==> config.mk <==
export PLATFORM = sky130hd
export DESIGN_NAME = tbc_front
export DESIGN_NICKNAME = d
export VERILOG_FILES = /design/src/rtl/tbc_pkg.sv /design/src/rtl/tbc_front.sv
export SDC_FILE = /design/constraint.sdc
export NUM_CORES = 1
export LEC_CHECK = 0
export ABC_AREA = 1
export ABC_CLOCK_PERIOD_IN_PS = 20000
export BUFFER_PORTS_ARGS = -buffer_cell sky130_fd_sc_hd__buf_2
export CAP_MARGIN = 10
export CORE_AREA = 8 8 236 238
export CTS_CLUSTER_DIAMETER = 50
export DETAILED_ROUTE_END_ITERATION = 10
export DIE_AREA = 0 0 244 246
export PLACE_DENSITY = 0.67
export SLEW_MARGIN = 20
export SYNTH_ARGS = -nofsm -noshare
export SYNTH_HDL_FRONTEND = slang
export SYNTH_SLANG_ARGS = --single-unit
==> constraint.sdc <==
create_clock -name i_clk -period 20 [get_ports i_clk]
set_clock_uncertainty 0.2 [all_clocks]
set_input_delay 4 -clock i_clk [delete_from_list [all_inputs] [get_ports i_clk]]
set_output_delay 4 -clock i_clk [all_outputs]
set_load 0.05 [all_outputs]
==> src/rtl/tbc_pkg.sv <==
// ----------------------------------------------------------------------------
// tbc_pkg
// Shared types, codes and fixed-point helpers of the tile barycentre unit.
// ----------------------------------------------------------------------------
package tbc_pkg;

    localparam int unsigned MAX_TILES_PER_EDGE = 256;
    localparam int unsigned TPE_W              = 9;
    localparam int unsigned CMDQ_DEPTH         = 2;

    localparam logic REQ_FACE = 1'b0;
    localparam logic REQ_TILE = 1'b1;

    localparam logic [1:0] ST_OK    = 2'd0;
    localparam logic [1:0] ST_BAD   = 2'd1;
    localparam logic [1:0] ST_RANGE = 2'd2;

    // normalisation targets
    localparam logic [1:0] NT_U = 2'd0;
    localparam logic [1:0] NT_F = 2'd1;
    localparam logic [1:0] NT_N = 2'd2;

    typedef logic [2:0][31:0] t_vec;

    typedef struct packed {
        logic        req_type;
        logic [15:0] tile_index;
        t_vec        v0;
        t_vec        v1;
        t_vec        v2;
    } t_cmd;

    typedef struct packed {
        logic signed [31:0] pos_x;
        logic signed [31:0] pos_y;
        logic signed [31:0] pos_z;
        logic [1:0]         status;
    } t_res;

    typedef enum logic [5:0] {
        S_IDLE, S_FAIL,
        S_NLOAD, S_NTOP, S_NSHIFT, S_NSQM, S_NSQA, S_NDIVS, S_NSTORE,
        S_XM1, S_XA1, S_XM2, S_XA2, S_DM, S_DA,
        S_QCHK, S_QRANGE, S_QRSQ, S_QREM,
        S_QM1, S_QA1, S_QM2, S_QA2, S_QU, S_QM3, S_QA3, S_QV,
        S_PM1, S_PA1, S_PM2, S_PA2,
        S_OUT, S_SQRT, S_DIV
    } t_state;

    function automatic logic [63:0] mag64(input logic signed [63:0] x);
        return x[63] ? (~x + 64'd1) : x;
    endfunction

    // round to nearest, halves away from zero, dropping 30 fraction bits
    function automatic logic signed [63:0] shr_round30(input logic signed [63:0] x);
        logic [63:0] m;
        logic [63:0] r;
        m = mag64(x);
        r = (m + (64'd1 << 29)) >> 30;
        return x[63] ? -$signed(r) : $signed(r);
    endfunction

    function automatic logic signed [31:0] sat32(input logic signed [63:0] x);
        if (x > 64'sd2147483647) begin
            return 32'sh7fffffff;
        end else if (x < -64'sd2147483648) begin
            return 32'sh80000000;
        end
        return x[31:0];
    endfunction

endpackage

==> src/rtl/tbc_front.sv <==
// ----------------------------------------------------------------------------
// tbc_front
// Input side: takes words in and queues them for the arithmetic engine.
// ----------------------------------------------------------------------------
module tbc_front (
    input  logic          i_clk,
    input  logic          i_rst_n,
    input  logic          i_push,
    output logic          o_full,
    input  tbc_pkg::t_cmd i_cmd,
    output logic          o_cmd_valid,
    input  logic          i_cmd_pop,
    output tbc_pkg::t_cmd o_cmd
);
    import tbc_pkg::*;

    localparam int unsigned PTR_W = (CMDQ_DEPTH > 1) ? $clog2(CMDQ_DEPTH) : 1;
    localparam int unsigned CNT_W = $clog2(CMDQ_DEPTH + 1);

    t_cmd             r_mem [CMDQ_DEPTH];
    logic [PTR_W-1:0] r_wr, r_rd;
    logic [CNT_W-1:0] r_cnt;
    logic             w_wr, w_rd;

    assign o_full      = (r_cnt == CNT_W'(CMDQ_DEPTH));
    assign o_cmd_valid = (r_cnt != '0);
    assign o_cmd       = r_mem[r_rd];
    assign w_wr        = i_push && !o_full;
    assign w_rd        = i_cmd_pop && o_cmd_valid;

    // store word
    always_ff @(posedge i_clk) begin
        if (w_wr) begin
            r_mem[r_wr] <= i_cmd;
        end
    end

    // advance pointers and fill count
    always_ff @(posedge i_clk) begin
        if (!i_rst_n) begin
            r_wr  <= '0;
            r_rd  <= '0;
            r_cnt <= '0;
        end else begin
            if (w_wr) begin
                r_wr <= (r_wr == PTR_W'(CMDQ_DEPTH - 1)) ? '0 : r_wr + 1'b1;
            end
            if (w_rd) begin
                r_rd <= (r_rd == PTR_W'(CMDQ_DEPTH - 1)) ? '0 : r_rd + 1'b1;
            end
            if (w_wr && !w_rd) begin
                r_cnt <= r_cnt + 1'b1;
            end else if (w_rd && !w_wr) begin
                r_cnt <= r_cnt - 1'b1;
            end
        end
    end

endmodule

==> results_dict.tcl, run 1 <==
set metrics [dict create \
    max_freq_ghz 0.1184 \
    gp_congestion 0.8555 \
    cts_resized 0 \
    hold_viol 0 \
    synth-simple-area-share_pct 0.3181 \
    synth_area_leaders "edfxtp_1, mux2_2, buf_6, mux2_4, dfxtp_1" \
    routedWlPerCell_um 22.65 \
    clock-root-buffer "clkbuf_16" \
    syn-num-nets 1296 \
    crit_type "flip-flop to output port" \
    power.leakage_nw 10.46 \
    die_x_um 244 \
    fin_crit_sh_pct 42.22 \
    clk_path_buf_depth 3 \
    synth_area_per_cell_um2 22.74 \
    p_clk_share_pct 27.0 \
    insertion_delay_ns 0.59 \
    dieArea_um2 60020 \
    maxCapViolCount 0 \
    rows 84 \
    synth_common_cells "edfxtp_1, mux2_2, buf_6" \
    ys_ff_latch 615 \
    cts_buffers 61 \
    dp_hpwl_um 38820 \
    grt_max_degree 86 \
    yosysUniqueCellTypes 16 \
    min_path_type "flip-flop to flip-flop" \
    cts.htree.levels 2 \
    cts.clk_slew.worst_paths_ns 0.06 \
    yosys_warnings 0 \
    worstPathMaxFanout 77 \
    drt_pass1_iterations 4 \
    synth_top_family_by_area "multiplexers" \
    tightest_slew_ns 1.072 \
    die_h_um 246 \
    setup_tns_ns 0 \
    syn-instance-count 986 \
    port_buffers 615 \
    track_usage_pct 16.99 \
    r2r_slack_ns 15.92 \
    remaining_drc_errors 0 \
    synth_edf_count 610 \
    routed_via_density 4.837 \
    grt_setup_unrepaired "no" \
    grt_pass1_wl_um 77860 \
    cellPowerDensity_nw_per_um2 145.9 \
    wl_um 54280 \
    muxShareOfSynthArea_pct 15.65 \
    synthAdderAreaFrac_pct 0.05581 \
    cp.required_ns 15.80 \
    syn_area_um2 22420 \
    drt_iter0_drc 744 \
    async_flop_share_pct 0 \
    vias 11594 \
    coreArea_um2 52020 \
    overflow 0 \
    syn_to_final_growth_pct 25.54 \
    cts_setup_buffers 0 \
    cts_tree "done" \
    p_sw_share_pct 36.43 \
    critPathLaunchType "flip-flop" \
    period_minus_slack_ns 8.445 \
    yosys.area.top_type "edfxtp_1" \
    synth_xor_area_share_pct 0 \
    antenna_found_initial 20 \
    finalSetupViolations 0 \
    synth_most_common_cell "edfxtp_1" \
    pwr-share-comb_pct 31.8 \
    synth_top_area_share_pct 81.70 \
    clock_sinks 615 \
    ir_drop_uv 131.5 \
    whs_ns 0.3067 \
    total_power_mw 4.106 \
    postCtsHoldBufs 0 \
    grt_pass1_vias 12531 \
    relSlewSlack_pct 28.52 \
    io_pins 616 \
    fin_nets 1952 \
    power_frac_seq_pct 41.1 \
    layout-drive-gt1-share_pct 60.33 \
    ys.flop_type "edfxtp_1" \
    finalMaxSlewViolations 0 \
    internal_power_mw 2.610 \
    cp.arrival_ns 4.24 \
    outcome "finished, final reports clean" \
    net-switching-power_mw 1.496 \
    drtAntennaViolNets 0 \
    cp-end-kind "output port" \
    start_util_pct 43.10 \
    ys_seq_area_share_pct 82.15 \
    synth-compound-area-share_pct 0.1228 \
]
stage by stage:
| step | utilization (%) | cell area, um^2 | instances | worst slack (ns) |
|---|---|---|---|---|
| floorplan | - | 22420 | 986 | 2.041 |
| global placement | 50.19 | 26110 | 2266 | 12.23 |
| detailed placement | 50.19 | 26110 | 2266 | 12.12 |
| CTS | 53.97 | 28080 | 2381 | 11.45 |
| global route | 54.08 | 28140 | 2393 | 11.27 |
| finish | 54.10 | 28150 | 2397 | 11.56 |
critical path: stages, from the launching register on:
cell,delay [ns]
dfxtp_4,1.02
buf_4,0.92
buf_4,0.94
mux2_2,0.43
buf_2,0.21
path summary, 6_finish.rpt:
check	startpoint	end	cells after the start
max	flip-flop	o_cmd[244]	4
min	r_rd$_SDFFE_PN0P_	flip-flop	2
max reg2reg	r_cnt[1]$_SDFFE_PN0P_	r_mem[1][55]$_DFFE_PP_	5
min reg2reg	r_rd$_SDFFE_PN0P_	flip-flop	2
registers in the layout, summed over array words and instances, names as in the netlist, named ones only:
signal,cells
r_cnt,2
r_mem,610
r_rd,1
r_wr,1
cells by family after synthesis:
family | Yosys count
flip-flops | 615
AND/OR/NAND/NOR | 18
adder cells (fa/ha/maj) | 1
multiplexers | 305
buffers and inverters | 42
AO/OA/AOI/OAI | 5
layer usage:
layer / wire [um] / vias to the layer above / track usage, %
met1: 19650 / 5820 / 18.77
met2: 28820 / 417 / 29.88
met3: 4352 / 89 / 6.249
li1: - / 5254 / -
met4: 1357 / 14 / 6.186
met5: 95 / - / 0
final cells by class:
type / count / area (um^2)
Sequential cell: 615 / 18420
Multi-Input combinational cell: 329 / 3636
Fill cell: 4128 / 23880
Clock buffer: 75 / 1622
Clock inverter: 40 / 346.6
Tap cell: 688 / 860.8
Antenna cell: 15 / 37.54
Inverter: 8 / 30.03
Timing Repair Buffer: 627 / 3192
power by group through the flow:
| stage | clock [mW] | combinational [mW] | sequential, mW |
|---|---|---|---|
| detailed placement | 0 | 1.32 | 1.72 |
| global placement | 0 | 1.31 | 1.71 |
| global route | 1.19 | 1.36 | 1.71 |
| finish | 1.11 | 1.31 | 1.69 |
| floorplan | 0 | 1.04 | 1.78 |
| CTS | 1.14 | 1.32 | 1.69 |
cell usage in the layout (no fill, tap or decap), drive strengths merged:
master and count:
o21a 1, edfxtp 610, inv 13, diode 15, o21ai 3, clkinvlp 3, nand2 7, a21oi 1
clkbuf 75, nor2 9, mux2 305, clkinv 27, nand4 1, bufinv 5, dfxtp 5, ha 1
buf 627, nand3 1
Power figures use the tool's default switching activity.
==> inputs of run 2 (changes only) <==
--- a/config.mk
+++ b/config.mk
@@ -6,7 +6,7 @@
 export NUM_CORES = 1
 export LEC_CHECK = 0
 export ABC_AREA = 1
-export ABC_CLOCK_PERIOD_IN_PS = 20000
+export ABC_CLOCK_PERIOD_IN_PS = 8200
 export BUFFER_PORTS_ARGS = -buffer_cell sky130_fd_sc_hd__buf_2
 export CAP_MARGIN = 10
 export CORE_AREA = 8 8 236 238
==> constraint.sdc (replaced) <==
create_clock -name i_clk -period 8.2 [get_ports i_clk]
set_clock_uncertainty 0.2 [all_clocks]
set_input_delay 1.64 -clock i_clk [delete_from_list [all_inputs] [get_ports i_clk]]
set_output_delay 1.64 -clock i_clk [all_outputs]
set_load 0.05 [all_outputs]
==> run 2 against run 1 <==
Compared with the run above: critical path depth did not move; clock power increased by 150%; largest power group unchanged; first-iteration DRC count down 15%; non-clock buffer count down 5; hold slack about the same; power increased by 150%; flip-flop and latch count unchanged; cell area up 0.29%; core utilization grew 0.16 points; clock-buffer cell count increased by 4; register-to-register slack worse by 11 ns; sequential share of layout area shrank 0.19 points; highest routed layer unchanged.
==> results_dict.tcl, run 2 (synthesized netlist as in run 1, its figures left out) <==
set metrics [dict create \
    outcome "finished, final reports clean" \
    port_buffers 615 \
    crit_family "buffers and inverters" \
    grt_setup_unrepaired "no" \
    holdPathEnd "r_rd$_SDFFE_PN0P_" \
    max_freq_ghz 0.2001 \
    drtAntennaViolNets 0 \
    routedWlPerCell_um 23.16 \
    cts_tree "done" \
    die_h_um 246 \
    gp_congestion 0.8599 \
    hold_viol 0 \
    remaining_drc_errors 0 \
    seq_area_um2 18420 \
    syn_to_final_growth_pct 25.91 \
    total_power_mw 10.09 \
    power_frac_seq_pct 40.9 \
    cts.clk_slew.worst_paths_ns 0.06 \
    pwr-share-comb_pct 31.7 \
    internal_power_mw 6.438 \
    maxCapViolCount 0 \
    grt_pass1_wl_um 77830 \
    layout_common_cells "buf_2, edfxtp_1, mux2_2" \
    clk_path_buf_depth 3 \
    period_minus_slack_ns 4.998 \
    grt_pass1_vias 12470 \
    mostFrequentLayoutCell "buf_2" \
    min_path_type "flip-flop to flip-flop" \
    track_usage_pct 17.46 \
    p_sw_share_pct 36.19 \
    finalMaxSlewViolations 0 \
    r2r_end "r_mem[0][139]$_DFFE_PP_" \
    r2r_slack_ns 5.22 \
    multi_input_area_um2 3636 \
    cp.required_ns 6.36 \
    crit_chain "buf_12 > buf_16 > mux2_2 > buf_2" \
    power.leakage_nw 10.47 \
    wl_um 55430 \
    start_util_pct 43.10 \
    tightest_slew_ns 1.089 \
    cellPowerDensity_nw_per_um2 357.4 \
    worstPathMaxFanout 123 \
    cp.arrival_ns 3.16 \
    hold_depth 2 \
    grt_max_degree 172 \
    antenna_found_initial 22 \
    critPathBufInv 3 \
    io_pins 616 \
    cts_resized 0 \
    rr_startpoint "r_cnt[1]$_SDFFE_PN0P_" \
    overflow 0 \
    coreArea_um2 52020 \
    net-switching-power_mw 3.651 \
    hold_start "r_rd$_SDFFE_PN0P_" \
    critPathLaunchType "flip-flop" \
    cp-end-kind "output port" \
    dp_hpwl_um 39230 \
    slowest_delay_ns 0.80 \
    crit_type "flip-flop to output port" \
    cts.htree.levels 3 \
    dieArea_um2 60020 \
    postCtsHoldBufs 0 \
    ir_drop_uv 244.9 \
    cts_setup_buffers 0 \
    setup_tns_ns 0 \
    clock_sinks 615 \
    insertion_delay_ns 0.56 \
    reg2reg_depth 5 \
    drt_pass1_iterations 4 \
    regMostFlops "r_mem" \
    rows 84 \
    p_clk_share_pct 27.5 \
    top_regs "r_mem: 610 flops, r_cnt: 2 flops" \
    crit_path_top_delay_cell "dfxtp_4" \
    fin_nets 1952 \
    fill_cells 4117 \
    drt_iter0_drc 630 \
    fin_crit_sh_pct 60.95 \
    clock-root-buffer "clkbuf_16" \
    die_x_um 244 \
    layout-drive-gt1-share_pct 60.56 \
    relSlewSlack_pct 27.40 \
    cts_buffers 66 \
    routed_via_density 4.879 \
    vias 11675 \
    largest_reg_flops 610 \
    finalSetupViolations 0 \
]
## run 2: changes by cell type in the layout (fill, tap and decap cells not counted), sizes merged
cell	delta
clkinvlp	+2
bufinv	-2
buf	-5
clkinv	-5
inv	-2
diode	+4
clkbuf	+4
## run 2: tightest hold or removal path, cell delays in order (launching register included)
cell and delay [ns]:
dfxtp_1 0.32, nor2_1 0.06, nor2_1 0.09
## run 2: power by group through the flow
stage          Sequential, mW  Clock, mW  Combinational [mW]
5_1_grt                  4.15       2.96                3.32
3_5_place_dp             4.19          0                3.22
6_report                 4.12       2.77                3.20
3_3_place_gp             4.18          0                3.20
2_1_floorplan            4.24          0                2.54
4_1_cts                  4.13       2.85                3.22
## run 2: worst max-delay path by stage
stage                    from                       to  slack (ns)  cells past startpoint
floorplan              i_push    r_mem[0][0]$_DFFE_PP_       -2.26                      2
global placement    flip-flop                o_cmd[56]        3.88                      3
detailed placement     i_push  r_mem[0][249]$_DFFE_PP_        3.87                      5
CTS                 flip-flop               o_cmd[117]        3.24                      3
global route        flip-flop               o_cmd[288]        3.07                      4
finish              flip-flop               o_cmd[288]        3.20                      4
## run 2: area by class of cell
type / instances / area share, %
repair buffers: 622 / 11.38
clock inverters: 33 / 0.9042
well taps: 688 / 3.050
diodes: 19 / 0.1684
inverters: 8 / 0.1064
multi-input cells: 329 / 12.88
flip-flops and latches: 615 / 65.26
clock buffers: 79 / 6.250
## run 2: per-stage QoR
step | worst slack, ns | instance area (um^2) | cells | util (%) | hold slack, ns
after global placement | 3.876 | 26130 | 2261 | 50.23 | 0.2820
after global routing | 3.068 | 28220 | 2389 | 54.24 | 0.3320
after CTS | 3.241 | 28150 | 2373 | 54.12 | 0.3155
after floorplan | -2.264 | 22430 | 986 | - | 0.2669
final | 3.202 | 28230 | 2393 | 54.26 | 0.3071
after detailed placement | 3.869 | 26130 | 2261 | 50.23 | 0.3017
## run 2: routing by layer
layer | GRT usage (%) | share of wire, %
met5 | 0 | 0.083
met4 | 10.09 | 4.4
met3 | 5.621 | 7.2
met2 | 30.53 | 53
met1 | 18.44 | 35
